==> config.mk <==
export PLATFORM = sky130hd
export DESIGN_NAME = xor_checked_packet_deframer_core
export DESIGN_NICKNAME = d
export VERILOG_FILES = /design/src/design/xcpd_pkg.sv /design/src/design/xor_checked_packet_deframer_core.sv /design/src/design/xcpd_datapath.sv /design/src/design/xcpd_ctrl.sv
export SDC_FILE = /design/constraint.sdc
export NUM_CORES = 1
export LEC_CHECK = 0
export BUFFER_PORTS_ARGS = -buffer_cell sky130_fd_sc_hd__buf_2
export CAP_MARGIN = 20
export CORE_MARGIN = 5
export CORE_UTILIZATION = 48
export DETAILED_ROUTE_END_ITERATION = 8
export PLACE_DENSITY_LB_ADDON = 0.25
export SYNTH_ARGS = -nofsm -noshare
export SYNTH_HDL_FRONTEND = slang
export SYNTH_SLANG_ARGS = --single-unit
==> constraint.sdc <==
create_clock -name clk -period 6.27 [get_ports clk]
set_clock_uncertainty 0.05 [all_clocks]
set_input_delay 0.627 -clock clk [delete_from_list [all_inputs] [get_ports clk]]
set_output_delay 0.627 -clock clk [all_outputs]
set_load 0.05 [all_outputs]
==> src/design/xcpd_pkg.sv <==
// Package for the packet deframer: widths, register indexes and the
// controller/datapath command and status structures. No dependencies.
`timescale 1ns / 1ps
package xcpd_pkg;
    localparam int RING_DEPTH_DEF = 64;
    localparam int FRAME_OVERHEAD = 7;
    localparam int OFS_LEN = 5;
    localparam int OFS_PAYLOAD = 6;
    localparam int HEADER_SKIP = 2;
    localparam logic [7:0] HDR_FIRST_RST = 8'd170;
    localparam logic [7:0] HDR_SECOND_RST = 8'd85;
    localparam logic [0:0] REG_HDR_FIRST = 1'b0;
    localparam logic [0:0] REG_HDR_SECOND = 1'b1;

    typedef enum logic [2:0] {
        PEEK_NONE = 3'd0,
        PEEK_BASE = 3'd1,
        PEEK_HDR = 3'd2
    } peek_mode_t;

    typedef struct packed {
        logic        write_byte;
        logic        rd_req;
        logic [10:0] rd_off;
        logic        adv;
        logic [9:0]  adv_n;
    } dp_cmd_t;

    typedef struct packed {
        logic [10:0] unread;
        logic [7:0]  rd_data;
    } dp_stat_t;
endpackage

==> src/design/xor_checked_packet_deframer_core.sv <==
// Sequential packet deframer with header scan and XOR check.
// Steps per item: accept the byte, start each scan, read ring bytes (issue, wait,
// use), emit each payload byte, then finish.
// Input: one rx_byte per parse pass; in_stall is high for the
// whole pass and a stalled output holds it. The single ring read port sets the pace.
// Reset: rst_n clears positions, state and registers to 170 and 85.
`timescale 1ns / 1ps
module xor_checked_packet_deframer_core #(
    parameter int RING_DEPTH = xcpd_pkg::RING_DEPTH_DEF
) (
    input  logic        clk,
    input  logic        rst_n,
    input  logic        psel,
    input  logic        penable,
    input  logic        pwrite,
    input  logic [2:2]  paddr,
    input  logic [31:0] pwdata,
    output logic [31:0] prdata,
    output logic        pready,
    input  logic        in_valid,
    output logic        in_stall,
    input  logic [7:0]  rx_byte,
    output logic        out_valid,
    input  logic        out_stall,
    output logic [7:0]  pkg_id,
    output logic [7:0]  remain,
    output logic [7:0]  cmd,
    output logic [7:0]  data_len,
    output logic [7:0]  data_index,
    output logic [7:0]  data_byte,
    output logic        has_data,
    output logic        packet_end,
    output logic        last
);
    import xcpd_pkg::*;
    logic [7:0] hf_reg, hs_reg;
    dp_cmd_t  c;
    dp_stat_t s;

    assign pready = 1'b1;
    always_ff @(posedge clk or negedge rst_n)
    begin
        if (!rst_n)
        begin
            hf_reg <= HDR_FIRST_RST;
            hs_reg <= HDR_SECOND_RST;
        end
        else if (psel && penable && pwrite)
        begin
            if (paddr[2] == REG_HDR_FIRST)
                hf_reg <= pwdata[7:0];
            else
                hs_reg <= pwdata[7:0];
        end
    end
    assign prdata = {24'd0, (paddr[2] == REG_HDR_FIRST) ? hf_reg : hs_reg};

    xcpd_datapath #(.RING_DEPTH(RING_DEPTH)) u_dp (
        .clk(clk), .rst_n(rst_n), .wr_byte(rx_byte), .cmd_in(c), .stat(s));

    xcpd_ctrl u_ctrl (
        .clk(clk), .rst_n(rst_n), .in_valid(in_valid), .in_stall(in_stall),
        .hdr_first(hf_reg), .hdr_second(hs_reg), .stat(s), .cmd_out(c),
        .out_valid(out_valid), .out_stall(out_stall), .pkg_id(pkg_id),
        .remain(remain), .cmd(cmd), .data_len(data_len),
        .data_index(data_index), .data_byte(data_byte), .has_data(has_data),
        .packet_end(packet_end), .last(last));
endmodule

==> src/design/xcpd_datapath.sv <==
// Datapath of the packet deframer: ring memory, write and read positions.
// Depends on xcpd_pkg; driven by xcpd_ctrl through command signals.
`timescale 1ns / 1ps
module xcpd_datapath #(
    parameter int RING_DEPTH = xcpd_pkg::RING_DEPTH_DEF
) (
    input  logic              clk,
    input  logic              rst_n,
    input  logic [7:0]        wr_byte,
    input  xcpd_pkg::dp_cmd_t cmd_in,
    output xcpd_pkg::dp_stat_t stat
);
    import xcpd_pkg::*;
    localparam int AW = $clog2(RING_DEPTH);
    localparam logic [AW:0] DEPTH_W = (AW + 1)'(RING_DEPTH);

    logic [7:0]    mem [RING_DEPTH];
    logic [AW-1:0] wp_reg, rp_reg, wp_next, rp_next;
    logic [7:0]    rd_reg;
    logic [AW-1:0] rd_addr;
    logic [AW-1:0] wp_inc;
    logic [AW:0]   diff;

    // Both operands are below the ring depth, so one subtraction wraps the sum.
    function automatic logic [AW-1:0] ring_add(logic [AW-1:0] a, logic [AW-1:0] b);
        logic [AW:0] sum;
        sum = {1'b0, a} + {1'b0, b};
        if (sum >= DEPTH_W)
            sum = sum - DEPTH_W;
        return sum[AW-1:0];
    endfunction

    assign wp_inc = ring_add(wp_reg, AW'(1));
    assign rd_addr = ring_add(rp_reg, cmd_in.rd_off[AW-1:0]);

    always_comb
    begin
        wp_next = wp_reg;
        rp_next = rp_reg;
        if (cmd_in.write_byte)
        begin
            wp_next = wp_inc;
            if (wp_inc == rp_reg)
                rp_next = ring_add(rp_reg, AW'(1));
        end
        else if (cmd_in.adv)
        begin
            rp_next = ring_add(rp_reg, cmd_in.adv_n[AW-1:0]);
        end
    end

    always_ff @(posedge clk or negedge rst_n)
    begin
        if (!rst_n)
        begin
            wp_reg <= '0;
            rp_reg <= '0;
        end
        else
        begin
            wp_reg <= wp_next;
            rp_reg <= rp_next;
        end
    end

    always_ff @(posedge clk)
    begin
        if (cmd_in.write_byte)
            mem[wp_reg] <= wr_byte;
        if (cmd_in.rd_req)
            rd_reg <= mem[rd_addr];
    end

    assign diff = ({1'b0, wp_reg} >= {1'b0, rp_reg})
                  ? ({1'b0, wp_reg} - {1'b0, rp_reg})
                  : ({1'b0, wp_reg} + DEPTH_W - {1'b0, rp_reg});
    assign stat.unread = 11'(diff);
    assign stat.rd_data = rd_reg;
endmodule

==> src/design/xcpd_ctrl.sv <==
// Controller of the packet deframer: scans for the header, checks the XOR
// and emits results. Depends on xcpd_pkg; commands xcpd_datapath.
`timescale 1ns / 1ps
module xcpd_ctrl (
    input  logic               clk,
    input  logic               rst_n,
    input  logic               in_valid,
    output logic               in_stall,
    input  logic [7:0]         hdr_first,
    input  logic [7:0]         hdr_second,
    input  xcpd_pkg::dp_stat_t stat,
    output xcpd_pkg::dp_cmd_t  cmd_out,
    output logic               out_valid,
    input  logic               out_stall,
    output logic [7:0]         pkg_id,
    output logic [7:0]         remain,
    output logic [7:0]         cmd,
    output logic [7:0]         data_len,
    output logic [7:0]         data_index,
    output logic [7:0]         data_byte,
    output logic               has_data,
    output logic               packet_end,
    output logic               last
);
    import xcpd_pkg::*;

    typedef enum logic [8:0] {
        S_IDLE  = 9'b000000001,
        S_SCAN  = 9'b000000010,
        S_RD    = 9'b000000100,
        S_WAIT  = 9'b000001000,
        S_EVAL  = 9'b000010000,
        S_SUM   = 9'b000100000,
        S_EMIT  = 9'b001000000,
        S_OUT   = 9'b010000000,
        S_LAST  = 9'b100000000
    } state_t;

    state_t      st_reg, st_next;
    logic [10:0] off_reg, off_next;
    logic [7:0]  b0_reg, b0_next;
    logic [7:0]  sum_reg, sum_next;
    logic [7:0]  len_reg, len_next;
    logic [7:0]  id_reg, id_next, rem_reg, rem_next, cmd_reg, cmd_next;
    logic [7:0]  idx_reg, idx_next;
    logic        pend_reg, pend_next;
    logic        ov_reg, ov_next;
    logic [7:0]  obyte_reg, obyte_next;
    logic        ohas_reg, ohas_next, oend_reg, oend_next, olast_reg, olast_next;
    logic [10:0] plen;
    logic [7:0]  p_id_reg, p_rem_reg, p_cmd_reg, p_len_reg, p_idx_reg, p_byte_reg;
    logic        p_has_reg, p_end_reg;
    logic        load_out;
    logic [7:0]  o_id_reg, o_rem_reg, o_cmd_reg, o_len_reg, o_idx_reg, o_byte_reg;
    logic        o_has_reg, o_end_reg;

    assign plen = 11'(len_reg) + 11'(FRAME_OVERHEAD);
    assign in_stall = (st_reg != S_IDLE);
    assign out_valid = ov_reg;
    assign pkg_id = o_id_reg;
    assign remain = o_rem_reg;
    assign cmd = o_cmd_reg;
    assign data_len = o_len_reg;
    assign data_index = o_idx_reg;
    assign data_byte = o_byte_reg;
    assign has_data = o_has_reg;
    assign packet_end = o_end_reg;
    assign last = olast_reg;

    // Phases of the read pipeline: S_RD issues an offset, S_WAIT lets the
    // registered read return, S_EVAL uses it.
    always_comb
    begin
        st_next = st_reg;
        off_next = off_reg;
        b0_next = b0_reg;
        sum_next = sum_reg;
        len_next = len_reg;
        id_next = id_reg;
        rem_next = rem_reg;
        cmd_next = cmd_reg;
        idx_next = idx_reg;
        pend_next = pend_reg;
        ov_next = ov_reg;
        obyte_next = obyte_reg;
        ohas_next = ohas_reg;
        oend_next = oend_reg;
        olast_next = olast_reg;
        cmd_out = '0;
        if (ov_reg && !out_stall)
            ov_next = 1'b0;
        case (st_reg)
            S_IDLE:
            begin
                if (in_valid)
                begin
                    cmd_out.write_byte = 1'b1;
                    pend_next = 1'b0;
                    st_next = S_SCAN;
                end
            end
            S_SCAN:
            begin
                if (stat.unread < 11'd2)
                    st_next = S_LAST;
                else
                begin
                    off_next = '0;
                    sum_next = '0;
                    st_next = S_RD;
                end
            end
            S_RD:
            begin
                cmd_out.rd_req = 1'b1;
                cmd_out.rd_off = off_reg;
                st_next = S_WAIT;
            end
            S_WAIT:
            begin
                st_next = S_EVAL;
            end
            S_EVAL:
            begin
                off_next = off_reg + 11'd1;
                st_next = S_RD;
                sum_next = sum_reg ^ stat.rd_data;
                if (off_reg == 11'd0)
                    b0_next = stat.rd_data;
                else if (off_reg == 11'd1)
                begin
                    if (!(b0_reg == hdr_first && stat.rd_data == hdr_second))
                    begin
                        cmd_out.adv = 1'b1;
                        cmd_out.adv_n = 10'd1;
                        st_next = S_SCAN;
                    end
                    else if (stat.unread < 11'(FRAME_OVERHEAD))
                        st_next = S_LAST;
                end
                else if (off_reg == 11'd2)
                    id_next = stat.rd_data;
                else if (off_reg == 11'd3)
                    rem_next = stat.rd_data;
                else if (off_reg == 11'd4)
                    cmd_next = stat.rd_data;
                else if (off_reg == 11'd5)
                begin
                    len_next = stat.rd_data;
                    if (stat.unread < 11'(stat.rd_data) + 11'(FRAME_OVERHEAD))
                        st_next = S_LAST;
                end
                else if (off_reg == 11'(len_reg) + 11'(OFS_PAYLOAD))
                begin
                    sum_next = sum_reg;
                    st_next = S_SUM;
                    if (sum_reg != stat.rd_data)
                    begin
                        cmd_out.adv = 1'b1;
                        cmd_out.adv_n = 10'(HEADER_SKIP);
                        st_next = S_SCAN;
                    end
                    else
                    begin
                        idx_next = '0;
                        off_next = 11'(OFS_PAYLOAD);
                    end
                end
            end
            S_SUM:
            begin
                if (len_reg == 8'd0)
                begin
                    st_next = S_OUT;
                    obyte_next = '0;
                    ohas_next = 1'b0;
                    oend_next = 1'b1;
                end
                else
                begin
                    cmd_out.rd_req = 1'b1;
                    cmd_out.rd_off = off_reg;
                    st_next = S_EMIT;
                end
            end
            S_EMIT:
            begin
                obyte_next = stat.rd_data;
                ohas_next = 1'b1;
                oend_next = (idx_reg + 8'd1 == len_reg);
                st_next = S_OUT;
            end
            S_OUT:
            begin
                // Hold the result until the output register is free.
                if (!ov_reg || !out_stall)
                begin
                    if (pend_reg)
                    begin
                        ov_next = 1'b1;
                        olast_next = 1'b0;
                    end
                    if (oend_reg)
                    begin
                        cmd_out.adv = 1'b1;
                        cmd_out.adv_n = 10'(plen);
                        pend_next = 1'b1;
                        st_next = S_SCAN;
                    end
                    else
                    begin
                        pend_next = 1'b1;
                        idx_next = idx_reg + 8'd1;
                        off_next = off_reg + 11'd1;
                        st_next = S_SUM;
                    end
                end
            end
            S_LAST:
            begin
                if (!ov_reg || !out_stall)
                begin
                    if (pend_reg)
                    begin
                        ov_next = 1'b1;
                        olast_next = 1'b1;
                    end
                    pend_next = 1'b0;
                    st_next = S_IDLE;
                end
            end
            default:
            begin
                st_next = S_IDLE;
            end
        endcase
    end

    // The pending slot holds the previous result so that the final one of a
    // byte can be marked last; output payload registers shift in from it.
    assign load_out = (st_reg == S_OUT || st_reg == S_LAST) && (!ov_reg || !out_stall)
                      && pend_reg;

    always_ff @(posedge clk or negedge rst_n)
    begin
        if (!rst_n)
        begin
            st_reg <= S_IDLE;
            ov_reg <= 1'b0;
            pend_reg <= 1'b0;
        end
        else
        begin
            st_reg <= st_next;
            ov_reg <= ov_next;
            pend_reg <= pend_next;
        end
    end

    always_ff @(posedge clk)
    begin
        off_reg <= off_next;
        b0_reg <= b0_next;
        sum_reg <= sum_next;
        len_reg <= len_next;
        id_reg <= id_next;
        rem_reg <= rem_next;
        cmd_reg <= cmd_next;
        idx_reg <= idx_next;
        obyte_reg <= obyte_next;
        ohas_reg <= ohas_next;
        oend_reg <= oend_next;
        olast_reg <= olast_next;
        if (load_out)
        begin
            o_id_reg <= p_id_reg;
            o_rem_reg <= p_rem_reg;
            o_cmd_reg <= p_cmd_reg;
            o_len_reg <= p_len_reg;
            o_idx_reg <= p_idx_reg;
            o_byte_reg <= p_byte_reg;
            o_has_reg <= p_has_reg;
            o_end_reg <= p_end_reg;
        end
        if (st_reg == S_OUT && (!ov_reg || !out_stall))
        begin
            p_id_reg <= id_reg;
            p_rem_reg <= rem_reg;
            p_cmd_reg <= cmd_reg;
            p_len_reg <= len_reg;
            p_idx_reg <= idx_reg;
            p_byte_reg <= obyte_reg;
            p_has_reg <= ohas_reg;
            p_end_reg <= oend_reg;
        end
    end

    assert property (@(posedge clk) disable iff (!rst_n)
        (ov_reg && out_stall) |=> ov_reg)
        else $error("result dropped while stalled");
    assert property (@(posedge clk) disable iff (!rst_n)
        cmd_out.write_byte |-> !cmd_out.adv)
        else $error("write and advance together");
    assert property (@(posedge clk) disable iff (!rst_n)
        (st_reg == S_IDLE) |-> !pend_reg)
        else $error("pending result left at idle");
endmodule

# Word-level counts from Yosys, hierarchy flattened
# Memory sizes are Yosys's and may differ from the RTL's. A register that Yosys moved wholly into a read port is not among the register bits.
# Cells that the tools add are included.
# Widths: inputs -> output; s select.
[totals]
romBits = 0
out_inout_bits = 86
memories = 1
latch_bits = 0
regBits = 217
mem_bits_rw = 512
[memory_table]
columns = ["memory", "depth", "width", "rd", "rd_clocked_by_memory_dff", "wr", "line", "text"]
rows = [
  ["u_dp.mem", 64, 8, 1, 1, 1, "xcpd_datapath.sv:17", "logic [7:0] mem [RING_DEPTH];"],
]
[classes]
reduce_logical = 36
bitwise = 7
n_eq_ne = 39
n_mux = 96
shift = 0
n_mul = 0
n_addsub = 16
div_mod_pow = 0
order_cmp = 8
[ops]
columns = ["op", "n"]
rows = [
  ["$mux 11", 22],
  ["$mux 8", 21],
  ["$mux 9", 14],
  ["$pmux 9 s9", 1],
  ["$mux 6", 9],
  ["$pmux 8 s2", 3],
  ["$pmux 11 s3", 1],
  ["$ge 7x7->1 const B", 4],
  ["$add 8x3->9 const B", 3],
  ["$eq 8x8->1", 3],
  ["$pmux 12 s2", 1],
  ["$sub 6x1->6 const B", 4],
  ["$eq 11x2->1 const B", 2],
  ["$eq 11x3->1 const B", 2],
  ["$pmux 11 s2", 1],
  ["$ne 2x2->1 const B", 10],
  ["$mux 1", 17],
  ["$add 6x1->7 const B", 2],
  ["$add 6x6->7", 2],
  ["$ne 2x1->1 const B", 7],
  ["$mux 12", 1],
  ["$reduce_and 4->1", 3],
  ["$add 11x1->11 const B", 1],
  ["$eq 11x1->1 const B", 1],
  ["41 further kinds", 67],
]

# Longest topological paths before layout
[depth]
ltp_word = 15
ltp_mapped = 17

# Modules after synthesis
# From an unflattened synthesis, not the netlist that was laid out.
[hier_totals]
hier_cells = 1766
hier_area_um2 = 30738.2
[modules_own_cells]
columns = ["mod", "n_inst", "area_per_inst_um2", "cells_per_inst"]
rows = [
  ["xcpd_datapath", 1, 21700.8, 1131],
  ["xcpd_ctrl", 1, 8105.3, 565],
  ["xor_checked_packet_deframer_core", 1, 932.1, 70],
]

# Worst setup path before layout
# No wires, ideal clock.
[synth_timing]
path_kind = "reg-to-reg"
startpoint = "reg u_ctrl.len_reg[3]"
endpoint = "reg u_dp.rd_reg[0] (read register of u_dp.mem) (data pin)"
synth_period_minus_slack_ns = 4.410
path_stages_with_launch = 15
arrival_ns = 4.072
path_buffers = 3
setup_slack_ns = 1.860
path_cell_list = "edfxtp_1 > buf_6 > or4_1 > nor3_2 > nor4b_1 > nor2_1 > nor2_1 > ha_1 > fa_1 > clkbuf_1 > clkbuf_1 > mux4_2 > mux4_2 > mux2i_1 > mux2i_1"
[synth_via]
elab_chain_len = 6
word_cells_on_any_way = 7
[synth_rtl]
columns = ["element", "line", "text"]
rows = [
  ["from (decl)", "xcpd_ctrl.sv:43", "logic [7:0] len_reg, len_next;"],
  ["from (signal assigned)", "xcpd_ctrl.sv:265", "len_reg <= len_next;"],
  ["$logic_not 8->1 (*)", "xcpd_ctrl.sv:172", "if (len_reg == 8'd0)"],
  ["$mux 12 (*)", "xcpd_ctrl.sv:172", ""],
  ["$pmux 12 s2 (*)", "xcpd_ctrl.sv:92", "case (st_reg)"],
  ["$add 6x6->7", "xcpd_datapath.sv:27", "sum = {1'b0, a} + {1'b0, b};"],
  ["$sub 6x1->6 / $ge 7x7->1 (equally long branches)", "xcpd_datapath.sv:29, xcpd_datapath.sv:28", ""],
  ["$mux 6", "xcpd_datapath.sv:28", "if (sum >= DEPTH_W)"],
  ["to (decl)", "xcpd_datapath.sv:19", "logic [7:0] rd_reg;"],
]
# Every way passes the cells marked *; elsewhere a longest branch is shown, timed or not.
# A chain may end at the register's enable or synchronous reset.

# Worst setup path in the final report
[layout_timing]
startpoint = "reg u_ctrl.len_reg[3]"
endpoint = "reg u_dp.rd_reg[3] (read register of u_dp.mem) (data pin)"
# The elaborated chain is that of the path after synthesis.

==> impl_metrics.env <==
export IMPL_final_area_sq_um=34100
export IMPL_cts_tree="done"
export IMPL_cts_buffers=75
export IMPL_grt_pass1_wl_um=93080
export IMPL_wl_um=61710
export IMPL_drcViolationCount=0
export IMPL_io_pins=134
export IMPL_antenna_found_initial=0
export IMPL_cp_cell_sequence="or4_1, nor3_2, nor4b_1, nor2_1, buf_4, nor2_1, ha_4, fa_4, buf_4, mux4_2, mux4_2, mux2i_1, mux2i_1"
export IMPL_critPathLaunch="u_ctrl.len_reg[3]"
export IMPL_grt_setup_unrepaired="no"
export IMPL_final_cell_mix="edfxtp_1, mux4_2, nor2_1, buf_2, clkbuf_16"
export IMPL_grt_max_degree=65
export IMPL_clock_power_share=0.330
export IMPL_core_area_sq_um=62740
export IMPL_p_leak_nw=11.29
export IMPL_synth_edff_count=698
export IMPL_totalNegativeSetupSlack_ns=0
export IMPL_holdPathStages=2
export IMPL_numPortBuffers=84
export IMPL_cpMaxStageDelayCell="fa_4"
export IMPL_min_path_type="input port to flip-flop"
export IMPL_syn_area_per_cell_sq_um=18.90
export IMPL_crit_path_end_kind="flip-flop"
export IMPL_period_needed_ns=5.270
export IMPL_fmax_mhz=189.8
export IMPL_worst_setup_path_type="flip-flop to flip-flop"
export IMPL_p_sw_w=0.003719
export IMPL_outcome="completed"
export IMPL_p_comb_frac=0.243
export IMPL_overflow=0
export IMPL_crit_path_max_fanout=26
export IMPL_grt_usage=0.1833
export IMPL_finalMaxSlewViolations=0
export IMPL_tightest_slew_ns=0.9697
export IMPL_ff_latch_area_sq_um=21950
export IMPL_clock_root_buffer="clkbuf_16"
export IMPL_synth_ff_type="edfxtp_1"
export IMPL_multi_input_area_sq_um=7835
export IMPL_vias=14690
export IMPL_postPlaceCellArea_sq_um=31560
export IMPL_drt_first_pass_iters=7
export IMPL_htree_levels=3
export IMPL_ant_nets=0
export IMPL_crit_reg2reg_capture="u_dp.rd_reg[3]"
export IMPL_ys_async_sr_fraction=0.05292
export IMPL_viasPerCell=5.614
export IMPL_whs_ns=0.2224
export IMPL_ys_seq_area_frac=0.7266
export IMPL_die_height_um=260.9
export IMPL_start_util=0.4815
export IMPL_cts_sinks=737
export IMPL_path_buf_inv=2
export IMPL_die_w_um=260.9
export IMPL_grt_pass1_vias=15040
export IMPL_post_drt_wl_per_cell_um=23.59
export IMPL_layout_commonest_cell="edfxtp_1"
export IMPL_cp_top_family="adder cells"
export IMPL_dpl_hpwl_um=38620
export IMPL_synth_cell_types=76
export IMPL_drtIter0Drc=1268
export IMPL_r2r_slack_ns=1.0
export IMPL_drive_above_1_share=0.2452
export IMPL_finalHoldViolCount=0
export IMPL_max_stage_delay_ns=1.13
export IMPL_hold_end="hs_reg[5]"
export IMPL_hold_start="pwdata[5]"
export IMPL_clock_path_buffers=3
export IMPL_maxCapViolations=0
export IMPL_die_area_sq_um=68050
export IMPL_r2r_cells=13
export IMPL_arrival_ns=5.55
export IMPL_clk_latency_ns=0.61
export IMPL_worstPathRequired_ns=6.55
export IMPL_n_antenna_cell=0
export IMPL_fin_nets=1796
export IMPL_maxSlewHeadroom=0.3486
export IMPL_synth_area_sq_um=30210
export IMPL_largest_reg_flops=512
export IMPL_r2r_start="u_ctrl.len_reg[3]"
export IMPL_p_per_area_nw_per_um2=394.1
export IMPL_synthToLayoutAreaGrowth_pct=12.88
export IMPL_timing_final_crit_share=0.8405
export IMPL_cts_clk_slew_worst_paths_ns=0.06
export IMPL_nFillCells=4854
export IMPL_post_cts_buffers=0
export IMPL_startpoint_type="flip-flop"
export IMPL_internal_power_w=0.009720
export IMPL_syn_inst=1598
export IMPL_std_cell_rows=92
export IMPL_finalSetupViolCount=0
export IMPL_switching_share=0.2767
export IMPL_yosys_warnings=0
export IMPL_max_vdd_ir_drop_mv=0.2374
export IMPL_ys_ff_latch=737
export IMPL_gp_congestion=0.8316
export IMPL_pwr_share_seq=0.427
## logic make-up after synthesis
group	share of synthesized area
buf+inv	0.01860
other cells	0.0002486
compound gates	0.01794
mux	0.1392
fa+ha+maj	0.01524
simple gates	0.05406
xor+xnor	0.02813
flops	0.7266
## cells in the mapped netlist (all sizes together), types with 9 or more instances
library cell	number	area, sq um
nand2	35	133.9
xnor2	46	429.2
a21oi	18	90.09
xor2	48	420.4
nor2	134	503.0
clkbuf	46	173.9
mux2i	29	290.3
ha	32	400.4
edfxtp	698	20960
and2	11	68.82
mux4	160	3603
dfrtp	30	750.7
nand4	13	96.34
buf	50	320.3
mux2	27	311.5
inv	18	67.56
nand3b	10	75.07
nand3	23	115.1
nor3	19	100.1
nor4	14	102.6
o21ai	20	100.1
a21o	9	67.56
dfstp	9	236.5
nand2b	9	56.30
## power by group through the flow
stage | Clock (W) | Sequential [W] | Combinational [W]
4_1_cts | 0.00453 | 0.00574 | 0.00332
3_5_place_dp | 0 | 0.00584 | 0.00330
3_3_place_gp | 0 | 0.00583 | 0.00326
5_1_grt | 0.00475 | 0.00576 | 0.00351
6_report | 0.00443 | 0.00574 | 0.00327
2_1_floorplan | 0 | 0.00573 | 0.00239
## metrics by stage
step | std cells | utilization | power, W | setup WS, ns
after floorplan | 1621 | - | 0.008119 | 1.860
after CTS | 2610 | 0.5422 | 0.01359 | 0.9386
after global placement | 2476 | 0.5031 | 0.009096 | 1.031
after detailed placement | 2476 | 0.5031 | 0.009143 | 0.9404
final | 2616 | 0.5435 | 0.01344 | 0.9999
after global routing | 2616 | 0.5435 | 0.01402 | 0.8288
## per-layer routing
metal / GRT usage / vias to the layer above / wire length [um] / part of all wire
met3: 0.03048 / 102 / 3497 / 0.057
met1: 0.2506 / 7552 / 25510 / 0.41
met2: 0.3061 / 483 / 31180 / 0.51
met5: 0 / - / 0 / 0
met4: 0.05635 / 0 / 1514 / 0.025
li1: - / 6548 / - / -
## worst max-delay path by stage
stage                                end  slack (ns)  cells after the start
after global placement    u_dp.rd_reg[4]        1.03                     13
after CTS                 u_dp.rd_reg[3]        0.94                     13
after global routing      u_dp.rd_reg[5]        0.83                     13
final                     u_dp.rd_reg[3]         1.0                     13
after detailed placement  u_dp.rd_reg[3]        0.94                     13
after floorplan           u_dp.rd_reg[0]        1.86                     14
## cell type report
class	instances	area share
clock buffer	95	0.05974
clock inverter	39	0.01215
timing repair buffer	111	0.02165
tap	846	0.03104
multi-input combinational	770	0.2298
sequential	737	0.6437
inverter	18	0.001982
## repair_timing
action,CTS,global route
hold buffers,0,1
setup endpoints to repair,0,0
gates resized for setup,0,0
hold endpoints to repair,0,3
No activity file was read; power rests on OpenSTA's default activity.
